[config.mk]
export PLATFORM = sky130hd
export DESIGN_NAME = bfim_mod_unit
export DESIGN_NICKNAME = d
export VERILOG_FILES = /design/src/rtl/core/bfim_mod_unit.sv
export SDC_FILE = /design/constraint.sdc
export NUM_CORES = 1
export LEC_CHECK = 0
export BUFFER_PORTS_ARGS = -buffer_cell sky130_fd_sc_hd__buf_2
export CORE_MARGIN = 4
export CORE_UTILIZATION = 55
export CTS_CLUSTER_DIAMETER = 60
export CTS_CLUSTER_SIZE = 8
export DETAILED_ROUTE_END_ITERATION = 7
export PLACE_DENSITY = 0.78
export REMOVE_ABC_BUFFERS = 1
export SLEW_MARGIN = 10
export SYNTH_ARGS = -nofsm -noshare
export SYNTH_HDL_FRONTEND = slang
export SYNTH_SLANG_ARGS = --single-unit
[constraint.sdc]
create_clock -name clk -period 3.55 [get_ports clk]
set_input_delay 0.355 -clock clk [delete_from_list [all_inputs] [get_ports clk]]
set_output_delay 0.355 -clock clk [all_outputs]
set_load 0.005 [all_outputs]
[src/rtl/core/bfim_mod_unit.sv]
module bfim_mod_unit
(
    input  logic        clk,
    input  logic        rst_n,
    input  logic        start,
    input  logic [31:0] dividend,
    input  logic [11:0] divisor,
    output logic        done,
    output logic [11:0] remainder
);
    // Restoring remainder, one dividend bit per cycle.
    logic [31:0] q_reg;
    logic [31:0] q_next;
    logic [12:0] r_reg;
    logic [12:0] r_next;
    logic [5:0]  cnt_reg;
    logic [5:0]  cnt_next;
    logic        busy_reg;
    logic        busy_next;
    logic [12:0] shifted;

    always_comb
    begin
        q_next    = q_reg;
        r_next    = r_reg;
        cnt_next  = cnt_reg;
        busy_next = busy_reg;
        shifted   = {r_reg[11:0], q_reg[31]};
        if (start)
        begin
            q_next    = dividend;
            r_next    = '0;
            cnt_next  = 6'd32;
            busy_next = 1'b1;
        end
        else if (busy_reg)
        begin
            q_next   = {q_reg[30:0], 1'b0};
            r_next   = (shifted >= {1'b0, divisor}) ? shifted - {1'b0, divisor} : shifted;
            cnt_next = cnt_reg - 6'd1;
            if (cnt_reg == 6'd1)
            begin
                busy_next = 1'b0;
            end
        end
    end

    always_ff @(posedge clk or negedge rst_n)
    begin
        if (!rst_n)
        begin
            cnt_reg  <= '0;
            busy_reg <= 1'b0;
        end
        else
        begin
            cnt_reg  <= cnt_next;
            busy_reg <= busy_next;
        end
    end

    always_ff @(posedge clk)
    begin
        q_reg <= q_next;
        r_reg <= r_next;
    end

    assign done      = busy_reg && (cnt_reg == 6'd1);
    assign remainder = r_next[11:0];

endmodule

# Word level (Yosys, flattened, before mapping)
# Index checks and enable logic that the tools add are counted.
[op_classes]
n_addsub = 2
n_mul = 0
n_div = 0
magnitude_cmp = 1
eq_ne = 1
shift = 0
muxes = 10
n_bitwise = 0
n_reduce_logical = 2
[ops]
columns = ["operator", "count"]
rows = [
  ["two-way mux 32 bit", 2],
  ["two-way mux 12 bit", 3],
  [">= comparator 13 x 12 -> 1 bit", 1],
  ["two-way mux 6 bit", 2],
  ["subtractor 12 bit", 1],
  ["== test 6 x 1 -> 1 bit (second input constant)", 1],
  ["subtractor 6 x 1 -> 6 bit (second input constant)", 1],
  ["two-way mux 1 bit", 3],
  ["nonzero test 2 bit", 1],
  ["logical AND 1 bit", 1],
]
[totals]
ff_bits = 51
latchBits = 0
ramBits = 0
rom_bits = 0
input_bits = 47
output_inout_bits = 13
wordCells = 20
memories = 0

# Logic depth before layout (Yosys ltp)
[depth]
ltp_word = 4
depth_mapped = 10
ltp_nobuf = 10

# Least setup slack after synthesis
# No wires, ideal clock.
[synth_timing]
path_kind = "in2out"
start = "in divisor[1]"
end = "out remainder[5]"
arrival_time_ps = 2034
required_ps = 3195
path_slack_ps = 1161
cell_stages = 9
n_path_buf = 1
path_cell_list = "inv_1 -> ha_1 -> nor2b_1 -> o21ai_1 -> nand3_2 -> a211o_1 -> buf_6 -> or3_1 -> o211a_1"
[synth_between]
elab_chain_cells = 4
word_cells_on_any_way = 5
cone_classes = "add/sub: 1; order compare: 1; mux: 3"
[synth_rtl]
columns = ["item", "line_no", "source"]
rows = [
  ["start, declared", "7", "input logic [11:0] divisor,"],
  ["subtractor 12 bit or >= comparator 13 x 12 -> 1 bit (tied branches)", "39", "r_next = (shifted >= {1'b0, divisor}) ? shifted - {1'b0, divisor} : shifted;"],
  ["two-way mux 12 bit *", "39", ""],
  ["two-way mux 12 bit *", "36", "else if (busy_reg)"],
  ["two-way mux 12 bit *", "29", "if (start)"],
  ["end, declared", "9", "output logic [11:0] remainder"],
]
# Mark *: on every way between the ends. The rest lies on a longest branch, timed or not.

# Worst setup path in the final report
[layout_timing]
start = "reg q_reg[31]"
end = "out remainder[10]"
[layout_between]
elab_chain_cells = 4
word_cells_on_any_way = 5
cone_classes = "add/sub: 1; order compare: 1; mux: 3"
[layout_rtl]
columns = ["item", "line_no", "source"]
rows = [
  ["start, declared", "12", "logic [31:0] q_reg;"],
  ["start signal, assigned", "64", "q_reg <= q_next;"],
  ["subtractor 12 bit or >= comparator 13 x 12 -> 1 bit (tied branches)", "39", ""],
  ["two-way mux 12 bit *", "39", ""],
  ["two-way mux 12 bit *", "36", ""],
  ["two-way mux 12 bit *", "29", ""],
]
# Marks and branches as above.

==> results.tsv <==
metric	value	unit
Yosys warning count	0	
Vias/cell	5.43	
Die ar.	0.00640	mm2
P per Cell Area	669	mW/mm2
WP data arrival	2.74	ns
CTS tree	done	
Pins Over Slew Limit	0	
Starting DRT DRC Count	101	
H-tree depth	2	
kind of critical path	flop to output pin	
clock buffer depth	2	
worst reg2reg path endpoint	r_reg[10]	
final RePlAce weighted congestion	0.916	
Root Buffer	clkbuf_8	
worst path cell trace	inv_1 -> ha_1 -> inv_1 -> fa_1 -> a21oi_1 -> o2111ai_1 -> a21oi_1 -> nor2_1 -> xnor2_1 -> o31ai_1 -> buf_2	
largest net degree at the start of global routing	40	
Fmax	323	MHz
row count	25	
Setup TNS Final	0	ns
Place WS	0.788	ns
Crit path max-delay family	compound AO/OA/AOI/OAI gates	
R2R Setup Slk	1.19	ns
Cell Area, Synth	0.00285	mm2
hold path cells	2	
first-pass iteration count of the detailed router	4	
Resize count post-CTS	0	
outcome	complete, no violations	
Tot GR Track Use	0.192	
vias in the first global route	2017	
#FFs+latches synth	51	
total vias in the final route	2043	
grt total ovfl	0	
Hold EP	q_reg[0]	
first-pass GRT wire length	9440	um
Final setup viols	0	
worst min path class	input pin to flop	
CP max stage delay	0.40	ns
DRC	0	
total CTS buffers	5	
Worst R2R Path Depth	10	
syn avg cell area	11.4	um2
core area	0.00488	mm2
peak supply drop	0.358	mV
Fin. Hold Viols	0	
Worst setup SP type	flop	
max reg flops	32	
Final WS setup	0.454	ns
register area share after synthesis	0.483	
fin nets	370	
Worst-Margin Slew	0.446	ns
DP HPWL	4050	um
Final ANT Viol Nets	0	
CP Capture Type	output pin	
Gate Count Post-Synth	249	
Starting Density	0.584	
unrepaired setup endpoints after global routing	no	
setup repair bufs after CTS	0	
WL/cell	15.1	um
Slew Limit Headroom	0.700	
Leak	0.00152	uW
Max FO, Critical Path	3	
final WL	5670	um
Buffers on Ports	59	
critical path required time	3.19	ns
Die Width	80.0	um
min Tclk post-route	3.10	ns
# hold bufs at CTS	1	
max-cap violations	0	
slowest library cell on the worst path	edfxtp_1	
Synth cell types	48	
Post-synth ARST share	0.137	
Final Skew	0.00518	ns
Clk pin slew, worst setup/hold paths	0.09	ns
sum of buffers and inverters on the critical path	3	
EDFF count, synth	32	
I/O Pins	60	
worst r2r src	q_reg[31]	
Clk Latency, worst-skew pair	0.31	ns
DIE HEIGHT	80.0	um
# diodes	0	
CTS Sinks	51	
synthesis-to-finish area growth	16.3	%
min-delay src	dividend[0]	
Tcrit/Tclk final	0.872	
initial antenna violation count	0	
layout cells sized above 1	0.346	
Synth Flop Type	edfxtp_1	
layout by cell type (no fill, tap or decap), drive strengths merged, types with 3 or more instances in the layout:
| master | count |
|---|---|
| a211o | 3 |
| a211oi | 7 |
| a21o | 6 |
| a21oi | 8 |
| a31oi | 5 |
| buf | 63 |
| clkbuf | 6 |
| dfrtp | 7 |
| dfxtp | 12 |
| edfxtp | 32 |
| ha | 14 |
| inv | 22 |
| mux2 | 31 |
| mux2i | 4 |
| nand2 | 9 |
| nand3 | 5 |
| nor2 | 21 |
| nor3 | 4 |
| o31ai | 3 |
| xnor2 | 9 |
| xor2 | 6 |
metrics by stage:
| stage | instances | area [um2] | total power [uW] | hold slack [ns] | utilization |
|---|---|---|---|---|---|
| after floorplan | 237 | 2790 | 1540 | 0.0594 | - |
| after global placement | 367 | 3190 | 1780 | 0.193 | 0.655 |
| after detailed placement | 367 | 3190 | 1800 | 0.196 | 0.655 |
| after CTS | 376 | 3320 | 2220 | 0.315 | 0.679 |
| after global routing | 376 | 3320 | 2380 | 0.323 | 0.679 |
| final | 376 | 3320 | 2220 | 0.325 | 0.679 |
Yosys cell counts (2+ instances only):
| cell | count | area (um2) |
|---|---|---|
| dfrtp_1 | 7 | 175 |
| nand4_1 | 2 | 12.5 |
| nand3_1 | 4 | 20.0 |
| edfxtp_1 | 32 | 961 |
| o31ai_1 | 3 | 22.5 |
| o2111ai_1 | 2 | 17.5 |
| nor2_1 | 21 | 78.8 |
| nor4_1 | 2 | 12.5 |
| inv_1 | 21 | 78.8 |
| and2_1 | 2 | 12.5 |
| nor2b_1 | 2 | 12.5 |
| nor3_1 | 4 | 20.0 |
| a21o_1 | 6 | 45.0 |
| buf_1 | 3 | 11.3 |
| mux2_2 | 31 | 349 |
| a21oi_1 | 7 | 35.0 |
| o21a_1 | 2 | 15.0 |
| buf_6 | 2 | 22.5 |
| mux2i_1 | 4 | 40.0 |
| dfxtp_1 | 12 | 240 |
| nand2b_1 | 2 | 12.5 |
| xor2_1 | 6 | 52.6 |
| or3_1 | 2 | 12.5 |
| clkbuf_1 | 5 | 18.8 |
| o21ai_1 | 2 | 10.0 |
| a32oi_1 | 2 | 17.5 |
| xnor2_1 | 9 | 78.8 |
| a211oi_1 | 6 | 45.0 |
| a31oi_1 | 4 | 25.0 |
| nand2_1 | 9 | 33.8 |
| ha_1 | 14 | 175 |
| a211o_1 | 3 | 26.3 |
power breakdown:
group,leakage [uW],switching (uW),internal [uW]
combinational,0.000939,482,445
sequential,0.000522,94.9,780
clock,0.0000558,204,213
worst reg2reg max path: cells and delay by family, from the launching register on:
family                     cells  cell delay (ns)
buffers and inverters          2             0.13
xor gates and xnor gates       1             0.12
AOI/OAI and AO/OA              4             0.99
DFF                            1             0.40
and+or+nand+nor                1             0.06
adders and majority gates      2             0.56
logic make-up (layout without fill, tap and decap cells):
kind of cell    after synthesis  count (layout)  synth area share
xor+xnor                     15              15            0.0461
compound gates               46              46             0.124
fa+ha+maj                    15              15            0.0685
flops                        51              51             0.483
mux                          35              35             0.137
simple gates                 54              54            0.0917
buf+inv                      33              93            0.0505
layout make-up:
cell class                 instances  area (um2)
inverter                          21        78.8
clock buffer                       6        72.6
multi-input combinational        165        1330
fill                             383        1560
clock inverter                     2        38.8
tap                               67        83.8
sequential                        51        1380
timing repair buffer              64         335
metal layers:
layer  global-route usage  up-vias  wire [um]
li1                     -     1018          -
met1                0.240      944       2470
met2                0.312       75       2650
met3               0.0722        6        493
met4               0.0541        0         59
met5                    0        -          0
worst max path at each step:
stage | from | endpoint | slack (ns) | cells past startpoint
2_1_floorplan | divisor[1] | remainder[1] | 1.04 | 8
3_3_place_gp | divisor[0] | remainder[10] | 0.78 | 11
3_5_place_dp | divisor[1] | remainder[3] | 0.79 | 10
4_1_cts | q_reg[31] | remainder[10] | 0.45 | 11
5_1_grt | q_reg[31] | remainder[10] | 0.13 | 11
6_report | q_reg[31] | remainder[10] | 0.45 | 11
Note: power is estimated with default switching activity, not from simulation.
