[config.mk]
export PLATFORM = sky130hd
export DESIGN_NAME = bfim_hash_unit
export DESIGN_NICKNAME = d
export VERILOG_FILES = /design/src/rtl/core/bfim_pkg.sv /design/src/rtl/core/bfim_hash_unit.sv
export SDC_FILE = /design/constraint.sdc
export NUM_CORES = 1
export LEC_CHECK = 0
export BUFFER_PORTS_ARGS = -buffer_cell sky130_fd_sc_hd__buf_2
export CORE_MARGIN = 1.5
export CORE_UTILIZATION = 43
export CTS_CLUSTER_SIZE = 14
export DETAILED_ROUTE_END_ITERATION = 10
export PLACE_DENSITY = 0.63
export SLEW_MARGIN = 25
export SYNTH_ARGS = -nofsm -noshare
export SYNTH_HDL_FRONTEND = slang
export SYNTH_SLANG_ARGS = --single-unit
[constraint.sdc]
create_clock -name clk -period 8.2 [get_ports clk]
set_clock_uncertainty 0.2 [all_clocks]
set_input_delay 0.41 -clock clk [delete_from_list [all_inputs] [get_ports clk]]
set_output_delay 0.41 -clock clk [all_outputs]
set_load 0.02 [all_outputs]
[src/rtl/core/bfim_pkg.sv]
package bfim_pkg;

    // Configuration register indexes.
    localparam logic [1:0] REG_FILTER_BYTES = 2'd0;
    localparam logic [1:0] REG_HASH_COUNT   = 2'd1;
    localparam logic [1:0] REG_TWEAK        = 2'd2;
    localparam logic [1:0] REG_SEED_STEP    = 2'd3;

    // Input action codes.
    localparam logic ACT_ADD  = 1'b0;
    localparam logic ACT_READ = 1'b1;

    // MurmurHash3 x86_32 constants.
    localparam logic [31:0] MM3_C1 = 32'hcc9e2d51;
    localparam logic [31:0] MM3_C2 = 32'h1b873593;
    localparam logic [31:0] MM3_N  = 32'he6546b64;
    localparam logic [31:0] MM3_F1 = 32'h85ebca6b;
    localparam logic [31:0] MM3_F2 = 32'hc2b2ae35;
    localparam logic [31:0] SEED_STEP_RESET = 32'hfba4c795;

    // Operations of the shared hash datapath.
    typedef enum logic [3:0] {
        OP_LOAD_SEED = 4'd0,  // h = seed_acc
        OP_K_MUL1    = 4'd1,  // k = k * C1
        OP_K_MUL2    = 4'd2,  // k = rotl(k,15) * C2
        OP_H_BLOCK   = 4'd3,  // h = rotl(h ^ k, 13)
        OP_H_MUL5    = 4'd4,  // h = h * 5 + N
        OP_H_TAIL    = 4'd5,  // h = h ^ k
        OP_FIN_LEN   = 4'd6,  // h ^= len; h ^= h >> 16
        OP_FIN_MUL1  = 4'd7,  // h *= F1; h ^= h >> 13
        OP_FIN_MUL2  = 4'd8,  // h *= F2; h ^= h >> 16
        OP_SEED_NEXT = 4'd9,  // seed_acc += seed_step
        OP_NONE      = 4'd10
    } hash_op_t;

endpackage

[src/rtl/core/bfim_hash_unit.sv]
module bfim_hash_unit
(
    input  logic                   clk,
    input  logic                   rst_n,
    input  bfim_pkg::hash_op_t     op,
    input  logic                   seed_init,
    input  logic [31:0]            tweak,
    input  logic [31:0]            seed_step,
    input  logic                   k_load,
    input  logic [31:0]            k_in,
    input  logic [31:0]            len,
    output logic [31:0]            hash
);
    import bfim_pkg::*;

    logic [31:0] h_reg;
    logic [31:0] h_next;
    logic [31:0] k_reg;
    logic [31:0] k_next;
    logic [31:0] seed_reg;
    logic [31:0] seed_next;
    logic [31:0] mul_a;
    logic [31:0] mul_b;
    logic [31:0] mul_p;
    logic [31:0] t;

    // Operand selection for the single shared 32x32 multiplier.
    always_comb
    begin
        mul_a = k_reg;
        mul_b = MM3_C1;
        case (op)
            OP_K_MUL1:
            begin
                mul_a = k_reg;
                mul_b = MM3_C1;
            end
            OP_K_MUL2:
            begin
                mul_a = {k_reg[16:0], k_reg[31:17]};
                mul_b = MM3_C2;
            end
            OP_H_MUL5:
            begin
                mul_a = h_reg;
                mul_b = 32'd5;
            end
            OP_FIN_MUL1:
            begin
                mul_a = h_reg;
                mul_b = MM3_F1;
            end
            OP_FIN_MUL2:
            begin
                mul_a = h_reg;
                mul_b = MM3_F2;
            end
            default:
            begin
                mul_a = k_reg;
                mul_b = MM3_C1;
            end
        endcase
        mul_p = mul_a * mul_b;
    end

    // Next-state logic of the hash, key and seed registers.
    always_comb
    begin
        h_next    = h_reg;
        k_next    = k_load ? k_in : k_reg;
        seed_next = seed_init ? tweak : seed_reg;
        t         = h_reg ^ k_reg;
        case (op)
            OP_LOAD_SEED: h_next = seed_reg;
            OP_K_MUL1:    k_next = mul_p;
            OP_K_MUL2:    k_next = mul_p;
            OP_H_BLOCK:   h_next = {t[18:0], t[31:19]};
            OP_H_MUL5:    h_next = mul_p + MM3_N;
            OP_H_TAIL:    h_next = t;
            OP_FIN_LEN:
            begin
                t      = h_reg ^ len;
                h_next = t ^ (t >> 16);
            end
            OP_FIN_MUL1:  h_next = mul_p ^ (mul_p >> 13);
            OP_FIN_MUL2:  h_next = mul_p ^ (mul_p >> 16);
            OP_SEED_NEXT: seed_next = seed_reg + seed_step;
            default:      h_next = h_reg;
        endcase
    end

    always_ff @(posedge clk or negedge rst_n)
    begin
        if (!rst_n)
        begin
            seed_reg <= '0;
        end
        else
        begin
            seed_reg <= seed_next;
        end
    end

    always_ff @(posedge clk)
    begin
        h_reg <= h_next;
        k_reg <= k_next;
    end

    assign hash = h_reg;

endmodule

Yosys cells after proc, flatten, opt, wreduce, memory -nomap -nowiden
Index checks and enable logic that the tools add are counted.
{"block": "totals", "reg_bits": 96, "in_bits": 136, "out_inout_bits": 32, "elab_cells": 33}
{"block": "classes", "n_addsub": 2, "multipliers": 1, "n_eq_ne": 9, "muxes": 7, "n_bitwise": 5, "n_reduce_logical": 6}
{"op": "32-bit case mux with 7 select lines", "n": 1}
{"op": "32-bit 2-to-1 mux", "n": 4}
{"op": "32-bit case mux with 4 select lines", "n": 1}
{"op": "32-bit case mux with 2 select lines", "n": 1}
{"op": "32-bit by 16-bit XOR with 32-bit output", "n": 2}
{"op": "32-bit XOR", "n": 2}
{"op": "32-bit adder", "n": 1}
{"op": "32-bit adder, second input constant", "n": 1}
{"op": "32-bit by 32-bit multiplier with 32-bit output", "n": 1}
{"op": "32-bit by 19-bit XOR with 32-bit output", "n": 1}
{"op": "4-bit by 3-bit equality test with 1-bit output, second input constant", "n": 4}
{"op": "4-bit by 2-bit equality test with 1-bit output, second input constant", "n": 2}
{"op": "4-bit equality test, second input constant", "n": 2}
{"op": "7-bit nonzero test", "n": 1}
{"op": "4-bit by 1-bit equality test with 1-bit output, second input constant", "n": 1}
{"op": "4-bit zero test", "n": 1}
{"op": "2-bit nonzero test", "n": 2}
{"op": "3-bit OR reduction", "n": 1}
{"op": "2-bit OR reduction", "n": 1}

Longest topological paths before layout
{"block": "depth", "word_depth": 6, "depth_mapped": 41, "mapped_depth_nobuf": 36}

Least setup slack after synthesis
No wires, ideal clock.
{"block": "synth_path", "path_kind": "input port to flip-flop", "startpoint": "in op[2]", "endpoint": "reg h_reg[31] (netlist: hash[31]), data pin", "setup_ns": 0.254, "t_arrival_ns": 9.268, "required_ns": 7.746, "setup_slack_ns": -1.523, "path_stages": 37, "path_buffers": 6, "path_cell_list": "buf_6 > or4b_4 > buf_6 > nand2_8 > nor2_4 > buf_6 > clkbuf_1 > clkbuf_1 > a221o_1 > inv_1 > nor2_1 > fa_1 > fa_1 > inv_1 > fa_1 > fa_1 > inv_1 > fa_1 > inv_1 > fa_1 > inv_1 > fa_1 > fa_1 > ha_1 > clkbuf_1 > nand2_1 > o21ai_0 > a21oi_1 > o21ai_0 > or4_1 > o22ai_1 > xnor2_1 > a31oi_1 > a311oi_1 > xor2_1 > o221ai_1 > o21a_1"}
{"block": "synth_between", "elab_chain_cells": 6, "word_cells_on_any_way": 16, "classes_between": "1 x add/sub; 1 x mul; 7 x eq/ne; 3 x mux; 2 x bitwise; 2 x reduce/logical"}
{"element": "start, declared", "line": "bfim_hash_unit.sv:5", "source": "input bfim_pkg::hash_op_t op,"}
{"element": "4-bit equality test / 4-bit by 3-bit equality test with 1-bit output (equally long branches)", "line": "bfim_hash_unit.sv:32, bfim_hash_unit.sv:74"}
{"element": "3-bit OR reduction (no source line)"}
{"element": "32-bit case mux with 2 select lines", "line": "bfim_hash_unit.sv:32", "source": "case (op)"}
{"element": "32-bit by 32-bit multiplier with 32-bit output", "line": "bfim_hash_unit.sv:64", "source": "mul_p = mul_a * mul_b;"}
{"element": "32-bit adder (tied with other cells)", "line": "bfim_hash_unit.sv:79", "source": "OP_H_MUL5: h_next = mul_p + MM3_N;"}
{"element": "32-bit case mux with 7 select lines (*)", "line": "bfim_hash_unit.sv:74", "source": "case (op)"}
{"element": "named net h_next[31]", "line": "bfim_hash_unit.sv:17", "source": "logic [31:0] h_next;"}
{"element": "end signal, assigned", "line": "bfim_hash_unit.sv:107", "source": "h_reg <= h_next;"}
{"element": "end, declared", "line": "bfim_hash_unit.sv:16", "source": "logic [31:0] h_reg;"}
The timed path passes the listed nets; every way through them passes the cells marked *.
A chain may end at the register's enable or synchronous reset.

Final worst setup path
{"block": "layout_path", "startpoint": "in op[2]", "endpoint": "reg h_reg[30] (netlist: hash[30]), data pin"}
Same word-level chain as after synthesis.

==> impl_metrics.toml <==
[synthesis]
ys_top_cells_by_count = "inv_1 (493), fa_1 (390), nand2_1 (269)"
synth_cells = 2611
yosys_register_bits = 96
post_synth.cell_area_avg_sq_um = 8.99
synth_most_common_cell = "inv_1"
yosys.area.top_type_share_pct = 33.3
synth-main-ff-cell = "edfxtp_1"
synth_enable_flop_cells = 64
async_flop_share_pct = 33.3
netlist_area_sq_um = 23500
synth_top_area_cell = "fa_1"
synth_nets = 3309
yosys_warnings = 0
synth-seq-area-share_pct = 11.6
synth_area_leaders = "fa_1 (33%), ha_1 (9.2%), edfxtp_1 (8.2%), inv_1 (7.9%), xnor2_1 (6.0%)"
synth_cell_type_count = 86

[placed_design]
gp_congestion = 1.05
pre_cts_ws_ns = -1.53
portBuffers = 167
dp_hpwl_um = 97500

[sta]
worst_slew_pin_slew_ns = 1.07
rsz0062_at_grt = "true"
hold_viol_final = 0
slew_viol_final = 0
timing.final.ws_setup_ns = -0.808
slew_headroom_pct = 28.4
setup_viol = 39
fmax_mhz = 111
fin_crit_sh_pct = 110
fin_crit_ns = 9.01

[setup_path]
r2r_start = "hash[14]$_DFFE_PP_"
ff2ff_setup_slack_ns = -0.55
crit_start = "op[2]"
path_class = "in -> reg"
slowest_stage = "or4b_4"
crit_path_start_kind = "input port"
crit_fanout = 7
crit_path_max_incr_delay_ns = 0.58
critPathRequiredTime_ns = 8.11
cp.arrival_ns = 8.92
path_common_cell = "fa_1"
endpoint_kind = "flip-flop"

[clocking]
worst_setup_hold_path_clk_slew_ns = 0.08
cts-buffers-inserted = 9
ctsRootBufferMaster = "clkbuf_16"
clock-sinks = 96
cts_tree = "done"
clk_latency_ns = 0.37
cts_max_level = 3
ctsLongestPathBuffers = 2

[drt]
drc = 0
drt_iter0_drc = 2159
vias = 23300
finalWirelength_um = 115000
wl_per_cell_um = 28.2
drtPass1Iterations = 7
via_per_inst = 5.68
drtAntennaViolNets = 0

[die]
die_x_um = 237
num_rows = 85
dieArea_sq_um = 56000
core_sq_um = 53900
start_util_pct = 43.5
die_h_um = 237
boundaryPins = 168

[layout]
final_layout_size_suffix_gt1_share_pct = 39.0
syn_to_final_growth_pct = 41.2
nNetsFinal = 4086
fillCellCount = 4656
final_core_util_pct = 61.5

[grt]
antenna_found_initial = 8
grt_pass1_wl_um = 164000
gr-total-overflow = 0
grt_pass1_vias = 24300
grt.total_usage_pct = 41.0
grt_max_degree = 66

[status]
status = "finished with violations"
violations = "negative setup slack"

[min_path]
min_path_type = "in -> reg"
hp-start = "k_in[14]"

[flow_run]
maxCapViolCount = 0
## worst max-delay path: cells and delay by family
family / cells / cell delay, ns
simple gates: 11 / 2.16
fa+ha+maj: 9 / 3.82
buf+inv: 11 / 1.33
compound gates: 4 / 0.85
xor+xnor: 2 / 0.33
## stage by stage
step	area, sq um	hold slack (ns)	instances	TNS [ns]
after CTS	31700	0.101	4048	-13.38
after global routing	33100	0.120	4094	-22.58
after floorplan	23700	-0.0856	2611	-26.39
final	33100	0.114	4094	-16.52
after global placement	29500	0.336	3962	-42.57
after detailed placement	29500	0.338	3962	-45.04
## worst paths after layout
check	endpoint	cells past startpoint
hold reg to reg	seed_reg[23]$_DFFE_PN0P_	2
setup / recovery	hash[30]$_DFFE_PP_	37
setup reg to reg	hash[30]$_DFFE_PP_	31
min in group asynchronous	seed_reg[25]$_DFFE_PN0P_	2
hold / removal	k_reg[14]$_DFFE_PP_	3
max in group asynchronous	seed_reg[5]$_DFFE_PN0P_	2
## metal layers
metal	GRT usage (%)	up-vias	part of all wire, %
met1	51.5	11600	39
li1	-	10000	-
met3	5.75	373	7.7
met4	26.7	2	7.9
met2	66.3	1303	46
met5	0	-	0.0087
## timing repair
| action | in CTS | in global routing |
|---|---|---|
| setup buffers | 74 | 56 |
| pin swaps | 126 | 194 |
| resized for setup | 301 | 273 |
| cloned | 2 | 1 |
| hold endpoints to repair | 32 | 0 |
| hold buffers | 1 | 0 |
| endpoints found under the setup margin | 44 | 45 |
## logic make-up (layout without fill, tap and decap cells)
| family | after synthesis | in the layout | share of synthesized area [%] |
|---|---|---|---|
| buffers and inverters | 612 | 1394 | 9.96 |
| and+or+nand+nor | 593 | 593 | 11.4 |
| adders and majority gates | 562 | 562 | 42.4 |
| AOI/OAI and AO/OA | 470 | 470 | 13.9 |
| xor gates and xnor gates | 236 | 236 | 8.90 |
| DFF | 96 | 96 | 11.6 |
| muxes | 42 | 42 | 1.86 |
| other | 0 | 5 | 0 |
## final cells by class
cell class,count,area [sq um],share of cell area [%]
antenna,5,12.5,0.0378
clock buffer,11,254,0.766
clock inverter,5,85.1,0.257
inverter,500,1890,5.71
multi-input combinational,1903,20500,61.9
sequential,96,2720,8.22
tap,696,871,2.63
timing repair buffer,878,6790,20.5
## layout by cell type, fill, tap and decap left out, types with 14 or more instances in the layout
master / netlist / layout
a221oi_1: 28 / 20
nor2_1: 172 / 138
o21a_1: 16 / 16
buf_6: 3 / 78
and3_1: 16 / 15
o21ai_0: 108 / 80
inv_2: 4 / 52
edfxtp_1: 64 / 64
nor2b_1: 21 / 19
dfrtp_1: 32 / 32
nand2_1: 269 / 222
buf_12: 0 / 15
a221o_1: 24 / 22
fa_1: 390 / 336
nor2_2: 0 / 23
xnor2_2: 0 / 16
buf_2: 6 / 163
o221ai_1: 37 / 33
a21o_1: 36 / 35
ha_1: 172 / 136
mux2i_1: 29 / 29
nand2_4: 0 / 17
nand3_1: 18 / 14
inv_1: 493 / 441
xor2_1: 72 / 63
fa_2: 0 / 54
a21oi_2: 1 / 31
ha_4: 0 / 30
o21ai_1: 3 / 14
a21oi_1: 96 / 59
buf_4: 2 / 610
nand2_2: 1 / 30
xnor2_1: 162 / 139
Power is not shown: default switching activity piles up to over one toggle a cycle in this logic, so the estimate is an artifact.
